$ cat src/crws_pkg.sv
// Shared types, constants and cipher parameters for the random word stream core.
`default_nettype none

package crws_pkg;

  // Number of cipher rounds per block.
  localparam int ROUNDS = 10;
  localparam int RoundW = $clog2(ROUNDS);

  // Round multipliers and key schedule increments.
  localparam logic [31:0] PhxM0 = 32'hD251_1F53;
  localparam logic [31:0] PhxM1 = 32'hCD9E_8D57;
  localparam logic [31:0] PhxW0 = 32'h9E37_79B9;
  localparam logic [31:0] PhxW1 = 32'hBB67_AE85;

  // Highest word position inside a block.
  localparam logic [1:0] LastPos = 2'd3;

  // Command queue between the front and the back.
  localparam int QueueDepth = 2;
  localparam int PtrW       = $clog2(QueueDepth);
  localparam int CntW       = $clog2(QueueDepth + 1);

  // Configuration register indexes.
  localparam int CfgIdxW = 8;
  localparam logic [CfgIdxW-1:0] CFG_GLOBAL_INDEX    = 8'd0;
  localparam logic [CfgIdxW-1:0] CFG_STREAM_ID_ONE   = 8'd1;
  localparam logic [CfgIdxW-1:0] CFG_STREAM_ID_TWO   = 8'd2;
  localparam logic [CfgIdxW-1:0] CFG_STREAM_ID_THREE = 8'd3;

  typedef enum logic [0:0] {
    OP_PICK = 1'b0,
    OP_SET  = 1'b1
  } op_e;

  // Decoded command handed from the front to the back.
  typedef struct packed {
    op_e         op;
    logic [31:0] seq;
    logic [1:0]  pos;
  } cmd_t;

  // Configuration words seen by the round engine.
  typedef struct packed {
    logic [31:0] global_index;
    logic [31:0] stream_id_one;
    logic [31:0] stream_id_two;
    logic [31:0] stream_id_three;
  } cfg_t;

  // Start request from the back to the round engine.
  typedef struct packed {
    logic        start;
    logic [31:0] ctr0;
  } rnd_start_t;

  typedef logic [3:0][31:0] block_t;

endpackage

`default_nettype wire

$ cat src/crws_front.sv
// Front end: accepts input transfers, decodes them and queues commands.
`default_nettype none

module crws_front (
  input  wire logic           clk,
  input  wire logic           rst,
  input  wire logic           s_axis_tvalid,
  output logic                s_axis_tready,
  input  wire logic [39:0]    s_axis_tdata,
  input  wire logic [0:0]     s_axis_tuser,
  output crws_pkg::cmd_t      cmd,
  output logic                cmd_valid,
  input  wire logic           cmd_ready
);
  import crws_pkg::*;

  cmd_t            q [QueueDepth];
  logic [PtrW-1:0] wr_ptr;
  logic [PtrW-1:0] rd_ptr;
  logic [CntW-1:0] count;
  logic [CntW-1:0] count_next;
  logic            push;
  logic            pop;
  cmd_t            new_cmd;
  logic [7:0]      sel;

  assign s_axis_tready = (count != CntW'(QueueDepth));
  assign cmd_valid     = (count != '0);
  assign cmd           = q[rd_ptr];
  assign push          = s_axis_tvalid && s_axis_tready;
  assign pop           = cmd_valid && cmd_ready;

  // A word position above the last one falls back to the first word.
  always_comb begin
    sel         = s_axis_tdata[39:32];
    new_cmd.op  = op_e'(s_axis_tuser);
    new_cmd.seq = s_axis_tdata[31:0];
    new_cmd.pos = (sel[7:2] != '0) ? 2'd0 : sel[1:0];
  end

  always_comb begin
    case ({push, pop})
      2'b10:   count_next = count + CntW'(1);
      2'b01:   count_next = count - CntW'(1);
      default: count_next = count;
    endcase
  end

  always_ff @(posedge clk) begin
    if (rst) begin
      wr_ptr <= '0;
      rd_ptr <= '0;
      count  <= '0;
    end else begin
      count <= count_next;
      if (push) begin
        wr_ptr <= (wr_ptr == PtrW'(QueueDepth - 1)) ? '0 : wr_ptr + PtrW'(1);
      end
      if (pop) begin
        rd_ptr <= (rd_ptr == PtrW'(QueueDepth - 1)) ? '0 : rd_ptr + PtrW'(1);
      end
    end
  end

  always_ff @(posedge clk) begin
    if (push) begin
      q[wr_ptr] <= new_cmd;
    end
  end

`ifndef SYNTHESIS
  a_count_bound: assert property (@(posedge clk) disable iff (rst)
    count <= CntW'(QueueDepth))
    else $error("command queue count exceeds its depth");
`endif

endmodule

`default_nettype wire

$ cat src/crws_round.sv
// Round engine: one cipher round per cycle; its state holds the finished block.
`default_nettype none

module crws_round (
  input  wire logic                 clk,
  input  wire logic                 rst,
  input  wire crws_pkg::rnd_start_t go,
  input  wire crws_pkg::cfg_t       cfg,
  output logic                      busy,
  output crws_pkg::block_t          block
);
  import crws_pkg::*;

  logic [31:0]       x [4];
  logic [31:0]       k0;
  logic [31:0]       k1;
  logic [RoundW-1:0] rnd;
  logic [63:0]       p0;
  logic [63:0]       p1;

  assign p0 = 64'(PhxM0) * 64'(x[0]);
  assign p1 = 64'(PhxM1) * 64'(x[2]);

  assign block[0] = x[0];
  assign block[1] = x[1];
  assign block[2] = x[2];
  assign block[3] = x[3];

  always_ff @(posedge clk) begin
    if (rst) begin
      busy <= 1'b0;
    end else if (go.start) begin
      busy <= 1'b1;
    end else if (busy && (rnd == RoundW'(ROUNDS - 1))) begin
      busy <= 1'b0;
    end
  end

  // The key and counter words are captured at start, so later register
  // writes do not disturb a block in progress.
  always_ff @(posedge clk) begin
    if (go.start) begin
      x[0] <= go.ctr0;
      x[1] <= cfg.stream_id_three;
      x[2] <= cfg.stream_id_one;
      x[3] <= cfg.stream_id_two;
      k0   <= cfg.global_index;
      k1   <= '0;
      rnd  <= '0;
    end else if (busy) begin
      x[0] <= p1[63:32] ^ x[1] ^ k0;
      x[1] <= p1[31:0];
      x[2] <= p0[63:32] ^ x[3] ^ k1;
      x[3] <= p0[31:0];
      k0   <= k0 + PhxW0;
      k1   <= k1 + PhxW1;
      rnd  <= rnd + RoundW'(1);
    end
  end

`ifndef SYNTHESIS
  a_start_busy: assert property (@(posedge clk) disable iff (rst)
    go.start |=> busy)
    else $error("round engine not busy after start");
  a_round_count: assert property (@(posedge clk) disable iff (rst)
    go.start |-> ##(ROUNDS + 1) !busy)
    else $error("round engine did not finish after the expected round count");
`endif

endmodule

`default_nettype wire

$ cat src/crws_back.sv
// Back end: executes commands, keeps sequence and position, drives the result.
`default_nettype none

module crws_back (
  input  wire logic             clk,
  input  wire logic             rst,
  input  wire crws_pkg::cmd_t   cmd,
  input  wire logic             cmd_valid,
  output logic                  cmd_ready,
  input  wire logic             eng_busy,
  input  wire crws_pkg::block_t block,
  output crws_pkg::rnd_start_t  go,
  output logic                  m_axis_tvalid,
  input  wire logic             m_axis_tready,
  output logic [71:0]           m_axis_tdata
);
  import crws_pkg::*;

  logic [31:0] seq;
  logic [31:0] seq_next;
  logic [1:0]  pos;
  logic [1:0]  pos_next;
  logic [31:0] word;
  logic        pop;
  logic [31:0] out_word;
  logic [31:0] out_seq;
  logic [1:0]  out_pos;

  assign cmd_ready = !eng_busy && (!m_axis_tvalid || m_axis_tready);
  assign pop       = cmd_valid && cmd_ready;
  assign m_axis_tdata = {6'b0, out_pos, out_seq, out_word};

  always_comb begin
    seq_next = seq;
    pos_next = pos;
    word     = '0;
    go.start = 1'b0;
    if (pop) begin
      case (cmd.op)
        OP_SET: begin
          seq_next = cmd.seq;
          pos_next = cmd.pos;
          go.start = 1'b1;
        end
        OP_PICK: begin
          word = block[pos];
          if (pos == LastPos) begin
            // Block used up: move to the next sequence word and recompute.
            pos_next = '0;
            seq_next = seq + 32'd1;
            go.start = 1'b1;
          end else begin
            pos_next = pos + 2'd1;
          end
        end
        default: ;
      endcase
    end
    go.ctr0 = seq_next;
  end

  always_ff @(posedge clk) begin
    if (rst) begin
      seq           <= '0;
      pos           <= '0;
      m_axis_tvalid <= 1'b0;
    end else begin
      seq <= seq_next;
      pos <= pos_next;
      if (pop) begin
        m_axis_tvalid <= 1'b1;
      end else if (m_axis_tready) begin
        m_axis_tvalid <= 1'b0;
      end
    end
  end

  always_ff @(posedge clk) begin
    if (pop) begin
      out_word <= word;
      out_seq  <= seq_next;
      out_pos  <= pos_next;
    end
  end

`ifndef SYNTHESIS
  a_wrap: assert property (@(posedge clk) disable iff (rst)
    pop && (cmd.op == OP_PICK) && (pos == LastPos)
    |=> (pos == 2'd0) && (seq == $past(seq) + 32'd1))
    else $error("wrap did not reset position and advance sequence");
  a_set_start: assert property (@(posedge clk) disable iff (rst)
    pop && (cmd.op == OP_SET) |-> go.start && (go.ctr0 == cmd.seq))
    else $error("set command did not start a block with its sequence word");
`endif

endmodule

`default_nettype wire

$ cat src/counter_based_random_word_stream_core.sv
// Top level of the counter-based random word stream core.
// Path: each command passes the queue and then the result register, where its result is
// offered. Flow: a pick inside a block is taken while the round engine is idle and the
// result register is free or being read; a set or a pick of the last word starts the round
// engine (one round a cycle), and the back end takes no further command until the engine
// is done. Reset (rst, synchronous): sequence, position, registers and queue clear.
`default_nettype none

module counter_based_random_word_stream_core (
  input  wire logic        clk,
  input  wire logic        rst,
  // Configuration write channel.
  input  wire logic        cfg_valid,
  output logic             cfg_ready,
  input  wire logic [7:0]  cfg_index,
  input  wire logic [31:0] cfg_data,
  // Input stream.
  input  wire logic        s_axis_tvalid,
  output logic             s_axis_tready,
  input  wire logic [39:0] s_axis_tdata,  // [31:0] seq_value, [39:32] word_select
  input  wire logic [0:0]  s_axis_tuser,  // [0] operation
  // Result stream.
  output logic             m_axis_tvalid,
  input  wire logic        m_axis_tready,
  output logic [71:0]      m_axis_tdata   // [31:0] random_word, [63:32] seq_out,
                                          // [65:64] position_out, [71:66] zero
);
  import crws_pkg::*;

  cfg_t       cfg;
  cmd_t       cmd;
  logic       cmd_valid;
  logic       cmd_ready;
  logic       eng_busy;
  block_t     block;
  rnd_start_t go;

  // Configuration registers accept a write in every cycle. The round engine
  // captures them when a block starts, so a write only affects the next block.
  // Indexes beyond the register list are accepted and ignored.
  assign cfg_ready = 1'b1;

  always_ff @(posedge clk) begin
    if (rst) begin
      cfg <= '0;
    end else if (cfg_valid && cfg_ready) begin
      case (cfg_index)
        CFG_GLOBAL_INDEX:    cfg.global_index    <= cfg_data;
        CFG_STREAM_ID_ONE:   cfg.stream_id_one   <= cfg_data;
        CFG_STREAM_ID_TWO:   cfg.stream_id_two   <= cfg_data;
        CFG_STREAM_ID_THREE: cfg.stream_id_three <= cfg_data;
        default: ;
      endcase
    end
  end

  // The front decodes each transfer into a command and queues it, so up to two
  // input transfers are taken while the back end waits on the round engine.
  crws_front u_front (
    .clk           (clk),
    .rst           (rst),
    .s_axis_tvalid (s_axis_tvalid),
    .s_axis_tready (s_axis_tready),
    .s_axis_tdata  (s_axis_tdata),
    .s_axis_tuser  (s_axis_tuser),
    .cmd           (cmd),
    .cmd_valid     (cmd_valid),
    .cmd_ready     (cmd_ready)
  );

  // The back end owns the sequence word and position and the result register.
  crws_back u_back (
    .clk           (clk),
    .rst           (rst),
    .cmd           (cmd),
    .cmd_valid     (cmd_valid),
    .cmd_ready     (cmd_ready),
    .eng_busy      (eng_busy),
    .block         (block),
    .go            (go),
    .m_axis_tvalid (m_axis_tvalid),
    .m_axis_tready (m_axis_tready),
    .m_axis_tdata  (m_axis_tdata)
  );

  // The round engine's state words are the block that picks read from.
  crws_round u_round (
    .clk   (clk),
    .rst   (rst),
    .go    (go),
    .cfg   (cfg),
    .busy  (eng_busy),
    .block (block)
  );

endmodule

`default_nettype wire

$ cat config.mk
export PLATFORM = sky130hd
export DESIGN_NAME = counter_based_random_word_stream_core
export DESIGN_NICKNAME = d
export VERILOG_FILES = /design/src/crws_pkg.sv /design/src/crws_front.sv /design/src/crws_round.sv /design/src/crws_back.sv /design/src/counter_based_random_word_stream_core.sv
export SDC_FILE = /design/constraint.sdc
export NUM_CORES = 2
export LEC_CHECK = 0
export BUFFER_PORTS_ARGS = -buffer_cell sky130_fd_sc_hd__buf_2
export CORE_MARGIN = 2
export CORE_UTILIZATION = 50
export DETAILED_ROUTE_END_ITERATION = 10
export GPL_TIMING_DRIVEN = 0
export PLACE_DENSITY = 0.69
export SLEW_MARGIN = 20
export SYNTH_ARGS = -nofsm -noshare
export SYNTH_HDL_FRONTEND = slang
export SYNTH_SLANG_ARGS = --single-unit
$ cat constraint.sdc
create_clock -name clk -period 8 [get_ports clk]
set_clock_uncertainty 0.1 [all_clocks]
set_input_delay 0.8 -clock clk [delete_from_list [all_inputs] [get_ports clk]]
set_output_delay 0.8 -clock clk [all_outputs]
set_load 0.01 [all_outputs]
==> results.py <==
metrics = {
    "die": {
        "rows": 126,
        "io_pins": 161,
        "die_y_um": 348,
        "die_area_um2": 121000,
        "die_w_um": 348,
        "core_um2": 118000,
        "start_util_pct": 50.2,
    },
    "worst_hold_path": {
        "min_path_type": "in2reg",
        "holdPathStages": 1,
        "hp-start": "s_axis_tdata[0]",
        "min_to": "u_front.q[1][2]$_DFFE_PP_",
    },
    "critical_path": {
        "crit_path_max_fanout": 6,
        "worst_r2r_path_depth": 22,
        "cp-end-kind": "flip-flop",
        "arrival_ns": 8.22,
        "r2r_end": "u_round.x[0][13]$_DFFE_PP_",
        "path_class": "reg2reg",
        "crit_start": "u_round.x[2][9]$_DFFE_PP_",
        "start_kind": "flip-flop",
        "r2r_setup_slack_ns": 0.06,
        "required_ns": 8.28,
        "regToRegStartpoint": "u_round.x[2][9]$_DFFE_PP_",
    },
    "logic_synthesis": {
        "yosysWarnings": 0,
        "synth-simple-area-share_pct": 7.88,
        "synthTopCellsByArea": "fa_1 (27%), ha_1 (17%), edfxtp_1 (15%)",
        "synth.distinct_cells": 93,
        "async_flop_share_pct": 0,
        "synth_top_area_cell": "fa_1",
        "synthXorXnorAreaFrac_pct": 4.29,
        "ys.flop_type": "edfxtp_1",
        "synthAdderAreaFrac_pct": 44.5,
        "synth_top_family_by_area": "adder cells",
        "syn_area_per_cell_um2": 10.1,
        "netlist.area_leader.share_pct": 27.3,
        "syn_inst": 5845,
        "synth-seq-cells": 501,
        "synth-compound-area-share_pct": 8.87,
        "synth_enable_flop_cells": 296,
        "synth.mux.area_fraction_pct": 3.17,
        "syn_area_um2": 59100,
        "yosysSeqAreaShare_pct": 22.0,
    },
    "clock_network": {
        "insertion_delay_ns": 0.68,
        "hold_buffers": 0,
        "clk_pin_slew_ns": 0.07,
        "cts_max_path_buffers": 3,
        "tritoncts": "done",
        "htreeDepth": 2,
        "numCtsBuffers": 55,
        "ctsRootBufferMaster": "clkbuf_16",
        "clock_sinks": 501,
    },
    "timing": {
        "holdWs_ns": 0.215,
        "fin_ws_ns": 0.0575,
        "fmax_mhz": 126,
        "hold_viol_final": 0,
        "worstMarginPinSlew_ns": 1.22,
        "fin_crit_sh_pct": 99.3,
        "rsz0062_at_grt": "yes",
        "slew_headroom_pct": 17.5,
        "period_minus_slack_ns": 7.94,
        "final_max_slew_viol_count": 0,
        "setup_tns_ns": 0,
        "finalSetupViolCount": 0,
    },
    "drt": {
        "drtPass1Iterations": 7,
        "drc": 0,
        "vias_per_cell": 5.82,
        "drt-total-wl_um": 216000,
        "wl_per_cell_um": 27.5,
        "vias": 45700,
        "ant_nets": 0,
        "drtIter0Drc": 5467,
    },
    "grt": {
        "grt.overflow.total": 0,
        "grt_use_total_pct": 35.9,
        "grt_pass1_wl_um": 310000,
        "antenna_found_initial": 18,
        "grt_max_degree": 49,
        "grt_pass1_vias": 45500,
    },
    "layout": {
        "final_common_cell": "inv_1",
        "drive_gt1_share_pct": 11.6,
        "area_growth_pct": 12.2,
        "mostFrequentLayoutCells": "inv_1 (1,254), fa_1 (788), ha_1 (777)",
        "num-nets-final": 7955,
    },
    "placed_design": {
        "port_buffers": 152,
        "hpwl_um": 176000,
        "place_ws_ns": -0.832,
        "place_congestion": 1.06,
    },
    "run": {
        "drv_cap": 0,
    },
    "status": {
        "status": "finished, final reports clean",
    },
}
-- metrics by stage --
step | utilization [%] | area (µm²) | instances
finish | 56.3 | 66300 | 7847
detailed placement | 52.7 | 62000 | 7548
global placement | 52.5 | 61800 | 7538
global route | 56.3 | 66200 | 7834
floorplan | - | 59100 | 5850
CTS | 55.6 | 65400 | 7785
-- how the worst max path moves through the flow --
stage	to	cells past startpoint	slack (ns)
finish	u_round.x[0][13]$_DFFE_PP_	22	0.06
global placement	u_round.x[0][13]$_DFFE_PP_	6	-2.01
floorplan	u_round.x[2][24]$_DFFE_PP_	25	0.52
detailed placement	u_round.x[2][26]$_DFFE_PP_	23	-0.83
global route	u_round.x[0][24]$_DFFE_PP_	23	-0.09
CTS	u_round.x[0][7]$_DFFE_PP_	23	0.0008
-- final cells by class --
class | count | area [µm²]
Inverter | 1265 | 4760
Tap cell | 1536 | 1920
Antenna cell | 13 | 32.5
Sequential cell | 501 | 13000
Multi-Input combinational cell | 3900 | 41200
Buffer | 175 | 731
Fill cell | 10300 | 51400
Clock inverter | 25 | 238
Timing Repair Buffer | 354 | 2820
Clock buffer | 78 | 1590
-- logic make-up (layout without fill, tap and decap cells) --
kind of cell    after synthesis  after routing
buf+inv                    1449           1897
other cells                   2             20
simple gates               1013           1013
fa+ha+maj                  1617           1617
flops                       501            501
compound gates              837            837
xor+xnor                    289            289
mux                         137            137
-- metal layers --
layer  up-vias  track usage, %  part of all wire, %
li1      19800               -                    -
met1     22400            47.7                   38
met2      2780            52.2                   42
met3       666            11.4                   13
met4        18            19.2                  6.9
met5         -               0                0.058
-- synth_stat cells, types with 8 or more instances --
library cell,count
inv_1,1264
ha_1,812
fa_1,805
nand2_1,434
a21oi_1,358
edfxtp_1,296
nor2_1,224
dfxtp_1,205
xnor2_1,205
clkbuf_1,150
o21ai_0,130
xor2_1,84
a21o_1,79
mux2_2,79
nand3_1,56
and2_1,51
nand4_1,43
nor2b_1,40
nor3_1,40
a31oi_1,36
and3_1,36
mux4_2,32
a211oi_1,30
o21bai_1,28
mux2i_1,26
o211ai_1,23
o22ai_1,17
nand2b_1,15
or2_2,14
or3_1,14
buf_2,13
o21a_1,13
o31ai_1,13
nor4_1,12
buf_1,11
o21ai_1,11
and4_1,8
-- worst max-delay path, cell delays in order, from the launching register on --
cell      delay [ns]
edfxtp_1        0.56
buf_4           0.22
fa_2            0.54
ha_1            0.38
inv_1           0.07
fa_1            0.51
fa_1            0.51
inv_1           0.05
fa_1            0.57
fa_1            0.48
fa_1            0.51
inv_1           0.09
fa_1            0.58
inv_1           0.10
ha_4            0.36
nand4_1         0.16
or3_1           0.45
a2111o_1        0.40
a21o_1          0.24
nand3_4         0.15
a41oi_1         0.19
xnor2_2         0.31
mux2i_1         0.13
-- what timing repair did --
item,CTS,global route
pin swaps,15,66
buffers inserted,141,51
endpoints found under the setup margin,65,52
gates resized for setup,41,103
-- registers in the layout, summed over array words and instances, names as in the netlist, 4 cells and up, named ones only --
signal / count
cfg: 128
u_back.out_word: 32
u_front.q: 70
u_round.x: 128
u_round.k1: 32
u_back.seq: 32
u_round.k0: 32
u_back.out_seq: 32
u_round.rnd: 4
Power is left out: the tool's default activity adds up to more than one toggle a clock period on the data nets, which glitch-free logic cannot reach.
